**config.mk**
```make
export PLATFORM = sky130hd
export DESIGN_NAME = prime_test_trial_division
export DESIGN_NICKNAME = d
export VERILOG_FILES = /design/src/design/ptd_pkg.sv /design/src/design/ptd_div.sv /design/src/design/ptd_datapath.sv /design/src/design/ptd_ctrl.sv /design/src/design/prime_test_trial_division.sv
export SDC_FILE = /design/constraint.sdc
export NUM_CORES = 1
export LEC_CHECK = 0
export ABC_AREA = 1
export BUFFER_PORTS_ARGS = -buffer_cell sky130_fd_sc_hd__buf_2
export CAP_MARGIN = 40
export CORE_AREA = 2 2 200 123
export DETAILED_ROUTE_END_ITERATION = 6
export DIE_AREA = 0 0 202 125
export PLACE_DENSITY = 0.63
export SLEW_MARGIN = 20
export SYNTH_ARGS = -nofsm -noshare
export SYNTH_HDL_FRONTEND = slang
export SYNTH_SLANG_ARGS = --single-unit
export TNS_END_PERCENT = 20
```
**constraint.sdc**
```tcl
create_clock -name clk -period 4.6 [get_ports clk]
set_clock_uncertainty 0.05 [all_clocks]
set_input_delay 1.38 -clock clk [delete_from_list [all_inputs] [get_ports clk]]
set_output_delay 1.38 -clock clk [all_outputs]
set_load 0.02 [all_outputs]
```
**src/design/ptd_pkg.sv**
```systemverilog
// Shared types and constants for the trial-division primality tester.
package ptd_pkg;

	localparam int PTD_VALUE_BITS = 31;

	// Candidate divisors run d, d + PAIR_OFFSET for d = FIRST_DIVISOR, + STEP, ...
	localparam int SMALL_DIVISOR = 3;
	localparam int FIRST_DIVISOR = 5;
	localparam int PAIR_OFFSET   = 2;
	localparam int DIVISOR_STEP  = 6;

	typedef enum logic [1:0] {
		SEL_THREE,
		SEL_D,
		SEL_D2
	} ptd_div_sel_t;

	typedef struct packed {
		logic         load;       // capture the input value
		logic         div_start;  // launch one division of n
		ptd_div_sel_t div_sel;
		logic         d_init;     // d <= first divisor
		logic         d_step;     // d <= d + step
	} ptd_cmd_t;

	typedef struct packed {
		logic n_lt2;
		logic n_is23;
		logic n_even;
		logic div_done;
		logic rem_zero;
		logic quot_lt_d;          // d > n / d: no divisor left to try
	} ptd_sts_t;

endpackage

```
**src/design/ptd_div.sv**
```systemverilog
// Restoring divider, one quotient bit per cycle.
module ptd_div #(
	parameter int VALUE_BITS = ptd_pkg::PTD_VALUE_BITS
) (
	input  logic                  clk,
	input  logic                  arst_n,
	input  logic                  start,
	input  logic [VALUE_BITS-1:0] dividend,
	input  logic [VALUE_BITS-1:0] divisor,
	output logic                  done,
	output logic [VALUE_BITS-1:0] quotient,
	output logic [VALUE_BITS-1:0] remainder
);
	import ptd_pkg::*;

	localparam int CNT_BITS = (VALUE_BITS > 1) ? $clog2(VALUE_BITS) : 1;
	localparam logic [CNT_BITS-1:0] CNT_LAST = CNT_BITS'(VALUE_BITS - 1);

	logic                  busy_q;
	logic                  done_q;
	logic [CNT_BITS-1:0]   cnt_q;
	logic [VALUE_BITS-1:0] quo_q;
	logic [VALUE_BITS-1:0] rem_q;
	logic [VALUE_BITS-1:0] dvs_q;

	logic [VALUE_BITS:0]   rem_shift;
	logic [VALUE_BITS:0]   rem_diff;
	logic                  fits;

	assign rem_shift = {rem_q, quo_q[VALUE_BITS-1]};
	assign rem_diff  = rem_shift - {1'b0, dvs_q};
	assign fits      = (rem_shift >= {1'b0, dvs_q});

	always_ff @(posedge clk or negedge arst_n) begin
		if (!arst_n) begin
			busy_q <= 1'b0;
			done_q <= 1'b0;
			cnt_q  <= '0;
		end else begin
			done_q <= 1'b0;
			if (start) begin
				busy_q <= 1'b1;
				cnt_q  <= '0;
			end else if (busy_q) begin
				cnt_q <= cnt_q + 1'b1;
				if (cnt_q == CNT_LAST) begin
					busy_q <= 1'b0;
					done_q <= 1'b1;
				end
			end
		end
	end

	always_ff @(posedge clk) begin
		if (start) begin
			quo_q <= dividend;
			rem_q <= '0;
			dvs_q <= divisor;
		end else if (busy_q) begin
			if (fits) begin
				rem_q <= rem_diff[VALUE_BITS-1:0];
				quo_q <= {quo_q[VALUE_BITS-2:0], 1'b1};
			end else begin
				rem_q <= rem_shift[VALUE_BITS-1:0];
				quo_q <= {quo_q[VALUE_BITS-2:0], 1'b0};
			end
		end
	end

	assign done      = done_q;
	assign quotient  = quo_q;
	assign remainder = rem_q;

endmodule

```
**src/design/ptd_datapath.sv**
```systemverilog
// Datapath: value under test, candidate divisor and the shared divider.
module ptd_datapath #(
	parameter int VALUE_BITS = ptd_pkg::PTD_VALUE_BITS
) (
	input  logic                  clk,
	input  logic                  arst_n,
	input  logic [VALUE_BITS-1:0] value,
	input  ptd_pkg::ptd_cmd_t     cmd,
	output ptd_pkg::ptd_sts_t     sts
);
	import ptd_pkg::*;

	logic [VALUE_BITS-1:0] n_q;
	logic [VALUE_BITS-1:0] d_q;
	logic [VALUE_BITS-1:0] divisor;
	logic [VALUE_BITS-1:0] quotient;
	logic [VALUE_BITS-1:0] remainder;
	logic                  div_done;

	always_ff @(posedge clk) begin
		if (cmd.load) begin
			n_q <= value;
		end
		if (cmd.d_init) begin
			d_q <= VALUE_BITS'(FIRST_DIVISOR);
		end else if (cmd.d_step) begin
			d_q <= d_q + VALUE_BITS'(DIVISOR_STEP);
		end
	end

	always_comb begin
		case (cmd.div_sel)
			SEL_THREE: divisor = VALUE_BITS'(SMALL_DIVISOR);
			SEL_D:     divisor = d_q;
			SEL_D2:    divisor = d_q + VALUE_BITS'(PAIR_OFFSET);
			default:   divisor = d_q;
		endcase
	end

	ptd_div #(
		.VALUE_BITS(VALUE_BITS)
	) u_div (
		.clk       (clk),
		.arst_n    (arst_n),
		.start     (cmd.div_start),
		.dividend  (n_q),
		.divisor   (divisor),
		.done      (div_done),
		.quotient  (quotient),
		.remainder (remainder)
	);

	always_comb begin
		sts.n_lt2     = (n_q[VALUE_BITS-1:1] == '0);
		sts.n_is23    = (n_q[VALUE_BITS-1:2] == '0) && n_q[1];
		sts.n_even    = !n_q[0];
		sts.div_done  = div_done;
		sts.rem_zero  = (remainder == '0);
		sts.quot_lt_d = (d_q > quotient);
	end

endmodule

```
**src/design/ptd_ctrl.sv**
```systemverilog
// Controller: sequences the small-value checks and the trial-division loop.
module ptd_ctrl (
	input  logic              clk,
	input  logic              arst_n,
	input  logic              start,
	input  ptd_pkg::ptd_sts_t sts,
	output ptd_pkg::ptd_cmd_t cmd,
	output logic              busy,
	output logic              done,
	output logic              prime
);
	import ptd_pkg::*;

	typedef enum logic [2:0] {
		ST_IDLE,
		ST_CHECK,
		ST_WAIT3,
		ST_DIVD,
		ST_WAITD,
		ST_WAITD2
	} state_t;

	state_t state_q;
	logic   busy_q;
	logic   done_q;
	logic   prime_q;

	always_comb begin
		cmd = '0;
		cmd.div_sel = SEL_THREE;
		case (state_q)
			ST_IDLE: begin
				cmd.load = start;
			end
			ST_CHECK: begin
				cmd.div_start = !(sts.n_lt2 || sts.n_is23 || sts.n_even);
				cmd.div_sel   = SEL_THREE;
			end
			ST_WAIT3: begin
				cmd.d_init = sts.div_done && !sts.rem_zero;
			end
			ST_DIVD: begin
				cmd.div_start = 1'b1;
				cmd.div_sel   = SEL_D;
			end
			ST_WAITD: begin
				cmd.div_start = sts.div_done && !sts.quot_lt_d && !sts.rem_zero;
				cmd.div_sel   = SEL_D2;
			end
			ST_WAITD2: begin
				cmd.d_step = sts.div_done && !sts.rem_zero;
			end
			default: begin
				cmd = '0;
			end
		endcase
	end

	always_ff @(posedge clk or negedge arst_n) begin
		if (!arst_n) begin
			state_q <= ST_IDLE;
			busy_q  <= 1'b0;
			done_q  <= 1'b0;
			prime_q <= 1'b0;
		end else begin
			done_q <= 1'b0;
			case (state_q)
				ST_IDLE: begin
					if (start) begin
						busy_q  <= 1'b1;
						state_q <= ST_CHECK;
					end
				end
				ST_CHECK: begin
					if (sts.n_lt2 || sts.n_is23 || sts.n_even) begin
						// 2 and 3 prime; 0, 1 and other evens not
						busy_q  <= 1'b0;
						done_q  <= 1'b1;
						prime_q <= sts.n_is23;
						state_q <= ST_IDLE;
					end else begin
						state_q <= ST_WAIT3;
					end
				end
				ST_WAIT3: begin
					if (sts.div_done) begin
						if (sts.rem_zero) begin
							busy_q  <= 1'b0;
							done_q  <= 1'b1;
							prime_q <= 1'b0;
							state_q <= ST_IDLE;
						end else begin
							state_q <= ST_DIVD;
						end
					end
				end
				ST_DIVD: begin
					state_q <= ST_WAITD;
				end
				ST_WAITD: begin
					if (sts.div_done) begin
						if (sts.quot_lt_d || sts.rem_zero) begin
							busy_q  <= 1'b0;
							done_q  <= 1'b1;
							prime_q <= sts.quot_lt_d;
							state_q <= ST_IDLE;
						end else begin
							state_q <= ST_WAITD2;
						end
					end
				end
				ST_WAITD2: begin
					if (sts.div_done) begin
						if (sts.rem_zero) begin
							busy_q  <= 1'b0;
							done_q  <= 1'b1;
							prime_q <= 1'b0;
							state_q <= ST_IDLE;
						end else begin
							state_q <= ST_DIVD;
						end
					end
				end
				default: begin
					state_q <= ST_IDLE;
					busy_q  <= 1'b0;
				end
			endcase
		end
	end

	assign busy  = busy_q;
	assign done  = done_q;
	assign prime = prime_q;

endmodule

```
**src/design/prime_test_trial_division.sv**
```systemverilog
// Top level of the trial-division primality tester.
//
//   channel  | handshake          | payload
//   ---------+--------------------+------------------------
//   input    | start, busy        | value [VALUE_BITS-1:0]
//   result   | done (1-cycle)     | prime
//
// Values 0..3 and even values are decided in the check state, with no division. An
// odd value costs one division by 3, then per candidate d = 5, 11, ... a launch
// state and two divisions, by d and by d + 2, until d*d > value or a remainder of
// zero ends the search.
// Reset clears the controller and divider control; nothing else to clear.
// busy is high from the accepted item until its done strobe; busy is already low
// in the done cycle, so the next item can be accepted at the edge that ends it.
// The receiver cannot stall.
module prime_test_trial_division #(
	parameter int VALUE_BITS = ptd_pkg::PTD_VALUE_BITS
) (
	input  logic                  clk,
	input  logic                  arst_n,
	input  logic                  start,
	input  logic [VALUE_BITS-1:0] value,
	output logic                  busy,
	output logic                  done,
	output logic                  prime
);
	import ptd_pkg::*;

	ptd_cmd_t cmd;
	ptd_sts_t sts;

	ptd_datapath #(
		.VALUE_BITS(VALUE_BITS)
	) u_datapath (
		.clk    (clk),
		.arst_n (arst_n),
		.value  (value),
		.cmd    (cmd),
		.sts    (sts)
	);

	ptd_ctrl u_ctrl (
		.clk      (clk),
		.arst_n   (arst_n),
		.start    (start),
		.sts      (sts),
		.cmd      (cmd),
		.busy     (busy),
		.done     (done),
		.prime    (prime)
	);

	// Result strobe always closes the busy window.
	a_done_not_busy: assert property (@(posedge clk) disable iff (!arst_n)
		done |-> !busy)
		else $error("done while busy");

	a_start_busy: assert property (@(posedge clk) disable iff (!arst_n)
		(start && !busy) |=> busy)
		else $error("accepted item did not raise busy");

	a_busy_ends_done: assert property (@(posedge clk) disable iff (!arst_n)
		$fell(busy) |-> done)
		else $error("busy dropped without a result");

	a_div_only_busy: assert property (@(posedge clk) disable iff (!arst_n)
		cmd.div_start |-> busy)
		else $error("divider launched while idle");

endmodule

```
Word level (Yosys, flattened, before mapping)
Cells that the tools add are included.
- add/sub/neg operators: 4
- $lt $le $gt $ge: 2
- eq/ne operators: 13
- muxes and demuxes: 41
- bitwise gates (word level): 1
- reduce and logical (&&, ||, !) cells: 22
- operators by type and width (operator ; number):
    $mux W31 ; 3
    $pmux W31 S2 ; 1
    $ge A32 B31 Y1 ; 1
    $add A31 B2 Y31 const B ; 1
    $add A31 B3 Y31 const B ; 1
    $gt A31 B31 Y1 ; 1
    $logic_not A31 Y1 ; 1
    $sub A31 B31 Y31 ; 1
    $logic_not A30 Y1 ; 1
    $logic_not A29 Y1 ; 1
    $mux W1 ; 24
    $pmux W3 S5 ; 1
    $mux W3 ; 4
    $mux W5 ; 2
    $pmux W3 S3 ; 1
    $ne A2 B1 Y1 const B ; 4
    $reduce_and A7 Y1 ; 1
    $eq A3 B2 Y1 const B ; 2
    $eq A3 B3 Y1 const B ; 2
    $pmux W1 S3 ; 2
    $reduce_and A6 Y1 ; 1
    $add A5 B1 Y5 const B ; 1
    $eq A5 B5 Y1 const B ; 1
    $pmux W1 S5 ; 1
    14 further kinds ; 24
- bits in registers: 168
- output and inout port bits: 3
- word-level logic and storage cells: 95

Longest topological paths before layout
- depth after elaboration: 8
- gate-level depth with buffers: 16

Modules after synthesis
A second synthesis with hierarchy kept.
- cells, all modules: 1598
- area, all modules: 11298.3 µm²
- by module, submodules not included (module ; instances ; cells an instance ; area an instance (µm²) ; sequential area each (µm²)):
    ptd_div ; 1 ; 967 ; 6677.7 ; 2657.5
    ptd_datapath ; 1 ; 573 ; 4204.0 ; 1531.5
    ptd_ctrl ; 1 ; 58 ; 416.6 ; 150.1

Worst setup path after synthesis
Ideal clock, no wire load.
- path type: reg-to-reg
- from: reg u_datapath.u_div.quo_q[30] (netlist: u_datapath.u_div.quotient[30])
- to: reg u_datapath.u_div.quo_q[0] (netlist: u_datapath.u_div.quotient[0]) (enable)
- arrival time: 2.545 ns
- data required time: 4.162 ns
- path slack: 1.617 ns
- cell stages (with the launch flop): 14
- buffers on the path: 1
- path through: edfxtp_1 inv_1 ha_1 nand2_1 nor2_1 nand4_1 nor2_1 nand4_1 nand2_1 nand4_2 nand2_2 buf_6 inv_1 nand2_1
- longest elaborated chain between the ends: 6
- RTL lines (element ; line ; text):
    start: declaration ; ptd_div.sv:22 ; logic [VALUE_BITS-1:0] quo_q;
    start signal: assignment ; ptd_div.sv:56 ; quo_q <= dividend;
    start signal: assignment ; ptd_div.sv:62 ; quo_q <= {quo_q[VALUE_BITS-2:0], 1'b1};
    start signal: assignment ; ptd_div.sv:65 ; quo_q <= {quo_q[VALUE_BITS-2:0], 1'b0};
    $gt A31 B31 Y1 ; ptd_datapath.sv:59 ; sts.quot_lt_d = (d_q > quotient);
    $logic_not A1 Y1 ; ptd_ctrl.sv:47 ; cmd.div_start = sts.div_done && !sts.quot_lt_d && !sts.rem_zero;
    $logic_and A1 B1 Y1 (2 in a row) ; ptd_ctrl.sv:47 ;
    $pmux W3 S3 ; ptd_ctrl.sv:31 ; case (state_q)
    $reduce_bool A2 Y1 (no source line) ; n/a ;
Every way passes these cells.
A chain may end at the register's enable or synchronous reset.

Final worst setup path
- from: reg u_datapath.u_div.quo_q[30] (netlist: u_datapath.u_div.quotient[30])
- to: reg u_datapath.u_div.quo_q[18] (netlist: u_datapath.u_div.quotient[18]) (enable)
Same word-level chain as after synthesis.

==> implementation parameters <==
Parameter                              Value

Logic synthesis
  Area fraction of the dominant cell type after synthesis    23.9%
  Most common cell in the netlist    sky130_fd_sc_hd__nand2_1
  Number of different library cells in the post-synthesis netlist    50
  Synth warn    0
  Async S/R FF share, synth    7.83%
  Largest area contributor in the synthesized netlist    sky130_fd_sc_hd__edfxtp_1
  Area share of fa/ha/maj cells after synthesis    7.22%
  Synth Register Bits    166
  Simple-gate share of the synthesized area    33.0%
  Number of enable-type register cells in the synthesized netlist    92
  Netlist area before placement    0.0115 mm2
  Gate count after technology mapping    1649
  Synth Area in Compound Gates    7.87%
  Multiplexer share of the synthesized area    0%
  List of most frequent post-synthesis cells    sky130_fd_sc_hd__nand2_1, sky130_fd_sc_hd__inv_1, sky130_fd_sc_hd__nor2_1, sky130_fd_sc_hd__nand3_1, sky130_fd_sc_hd__a21oi_1
  XOR/XNOR share of the synthesized area    3.49%
  Number of nets in the synthesized netlist    1749
  Top FF cell, synth    sky130_fd_sc_hd__edfxtp_1
  Mean cell area of the mapped netlist    7.00 um2
  Dominant combinational cell family by area after synthesis    simple AND/OR/NAND/NOR gates
  Synth top area cells    sky130_fd_sc_hd__edfxtp_1, sky130_fd_sc_hd__nand2_1, sky130_fd_sc_hd__dfxtp_1, sky130_fd_sc_hd__inv_1, sky130_fd_sc_hd__ha_1
  Share of synthesized area occupied by flip-flops and latches    37.4%

Critical path
  Maximum net fanout on the critical path    33
  Cells along the critical path    inv_1, ha_1, nand2_1, nor2_1, nand4_1, nor2_1, nand4_1, nand2_1, nand4_2, buf_4, nand2_4, inv_1, nand2_1, buf_4
  Worst setup path category    flop to flop
  Crit-path max cell delay    0.59 ns
  Startpoint types    flop
  Endpoint arrival time on the critical path    3.80 ns
  Critical path required time    4.65 ns
  Element type at the critical path end    flop
  Cell at the slowest stage of the critical path    sky130_fd_sc_hd__edfxtp_1
  Worst path most repeated cell    sky130_fd_sc_hd__nand2_1

Timing
  Worst slew slack as a fraction of its limit    44.1%
  Worst-margin pin slew    0.837 ns
  Max Transition Viols Final    0
  Post-layout worst setup margin    0.848 ns
  Unrepaired setup endpoints after global routing    no
  Setup TNS Final    0 ns
  Shortest period the worst path allows    3.75 ns
  Setup-failing EPs final    0
  Share of the clock period used by the worst path    81.6%
  Count of final hold-check violations    0
  Maximum clock rate    267 MHz
  Worst hold slack across all endpoints    0.435 ns

Finish
  Final net count    1767
  Syn-to-layout area delta    8.83%
  Antenna cell count    0
  Layout Cell Area excl Fill    0.0126 mm2
  Proportion of layout cells with a drive suffix above 1    6.85%

Placement
  Estimated wirelength of the detail-placed design    27.5 mm
  Worst setup slack before clock tree synthesis    0.942 ns
  Total placed instance area    0.0120 mm2
  Number of I/O port buffers    36
  Global placer's final weighted congestion    1.01

Clocking
  Latest clock arrival within the worst-skew pair    0.46 ns
  CTS clock-pin slew for the worst setup and hold paths    0.07 ns
  TritonCTS Buffers    17
  Max H-tree Level    4
  Buffer depth of the longest clock path    2
  Number of buffers inserted to repair setup after CTS    0
  Post-CTS Hold Fix Bufs    0
  TritonCTS clock tree    built
  Clock root buffer master    sky130_fd_sc_hd__clkbuf_16
  Post-cts gate resize count    0
  Clock net sink count    166

Die
  DIE HEIGHT    125 um
  Standard cell core area    0.0236 mm2
  Number of standard-cell rows in the floorplan    44
  Initial cell density of the core    48.8%
  DIE WIDTH    202 um
  Floorplan die area    0.0253 mm2
  # IOs    37

Routing
  Drt initial violations    1228
  Final routed DRC violation total    0
  Total number of vias    10900
  ANT nets after route    0
  Drt total wl    35.8 mm
  Mean routed wirelength per cell    17.9 um
  Number of iterations in the first detailed-routing pass    6
  Mean number of vias per cell    5.44

Job
  Count of max-cap constraint violations    0

Global route
  Global route total overflow    0
  Global-route wire length before repair    55.0 mm
  Initial antenna violation count    0
  Number of global-route vias before repair    9476
  Total global-route track usage    28.6%
  Maximum number of pins on one net before global-route repair    67

Pwr
  Sequential power share    29.8%
  Net Switching    0.00398 W
  Part of the power in combinational logic    53.7%
  Maximum vdd drop    0.000270 V
  Final Total Pwr    0.00842 W
  Share of total power consumed by net switching    47.2%
  Total power per unit cell area    671 mW/mm2
  Leakage power of the design    5.94 nW
  Clock network fraction of design power    16.5%
  Internal power component    0.00444 W

Hold path
  Class of the tightest hold or removal check    flop to flop

Status
  Outcome    finished, final reports clean
## worst max-delay path, delay by kind of cell (launching register included)
kind | cells | cell delay, ns
and+or+nand+nor | 9 | 1.45
buffers and inverters | 4 | 0.94
DFF | 1 | 0.59
adders and majority gates | 1 | 0.33
## sequential cells by signal, indices dropped and copies added (netlist names)
| name | cells |
|---|---|
| u_datapath.u_div.dvs_q | 30 |
| u_datapath.u_div.done | 1 |
| u_ctrl.prime | 1 |
| u_datapath.u_div.quotient | 31 |
| u_datapath.d_q | 30 |
| u_datapath.u_div.remainder | 31 |
| u_datapath.u_div.cnt_q | 5 |
| u_ctrl.busy | 1 |
| u_datapath.n_q | 31 |
| u_datapath.u_div.busy_q | 1 |
| u_ctrl.state_q | 3 |
| u_ctrl.done | 1 |
## worst paths after layout
path,from,end,slack [ns],cells after the start
hold / removal,u_ctrl.busy$_DFFE_PN0P_,u_ctrl.busy$_DFFE_PN0P_,0.44,2
min in group asynchronous,arst_n,u_datapath.u_div.cnt_q[0]$_DFFE_PN0P_,0.75,1
hold reg to reg,u_ctrl.busy$_DFFE_PN0P_,u_ctrl.busy$_DFFE_PN0P_,0.44,2
max in group asynchronous,arst_n,u_ctrl.state_q[0]$_DFFE_PN0P_,3.53,1
setup / recovery,u_datapath.u_div.quotient[30]$_DFFE_PP_,u_datapath.u_div.quotient[18]$_DFFE_PP_,0.85,14
setup reg to reg,u_datapath.u_div.quotient[30]$_DFFE_PP_,u_datapath.u_div.quotient[18]$_DFFE_PP_,0.85,14
## cells by family after synthesis
| logic type | after synthesis |
|---|---|
| AND/OR/NAND/NOR | 881 |
| buffers and inverters | 324 |
| AO/OA/AOI/OAI | 166 |
| XOR/XNOR | 46 |
| adder cells (fa/ha/maj) | 66 |
| flip-flops | 166 |
## layer usage
metal / part of all wire [%] / GRT usage (%)
met4: 0.86 / 5.06
met1: 52 / 47.5
met5: 0 / 0
met3: 12 / 9.72
met2: 35 / 34.0
## layout by cell type (no fill, tap or decap), drive strengths merged, types with 5 or more instances in the layout
| master | instances |
|---|---|
| nor2 | 147 |
| a21oi | 103 |
| nand4 | 58 |
| nor4 | 7 |
| dfxtp | 61 |
| clkinv | 6 |
| nor3 | 25 |
| clkbuf | 20 |
| edfxtp | 92 |
| o21ai | 36 |
| xnor2 | 18 |
| nand2 | 500 |
| ha | 65 |
| o22ai | 9 |
| dfrtp | 13 |
| xor2 | 28 |
| and2 | 5 |
| buf | 48 |
| inv | 280 |
| o32ai | 7 |
| nand3 | 132 |
## power groups by stage
stage	sequential, W	clock [W]	combinational (W)
6_report	0.00251	0.00139	0.00453
5_1_grt	0.00255	0.00147	0.00510
4_1_cts	0.00249	0.00141	0.00446
3_5_place_dp	0.00251	0	0.00444
3_3_place_gp	0.00251	0	0.00436
2_1_floorplan	0.00240	0	0.00341
## final cells by class
type,count,area [um2]
inverter,275,1030
timing repair buffer,48,290
sequential,166,4310
fill,2354,11100
multi-input combinational,1159,5960
clock inverter,12,90.1
clock buffer,20,468
tap,322,403
## through the flow
step | util, % | instances
final | 53.2 | 2002
after global routing | 53.2 | 2002
after CTS | 53.1 | 2001
after detailed placement | 50.7 | 1969
after global placement | 50.7 | 1969
after floorplan | - | 1649
(Power assumes the default switching activity.)
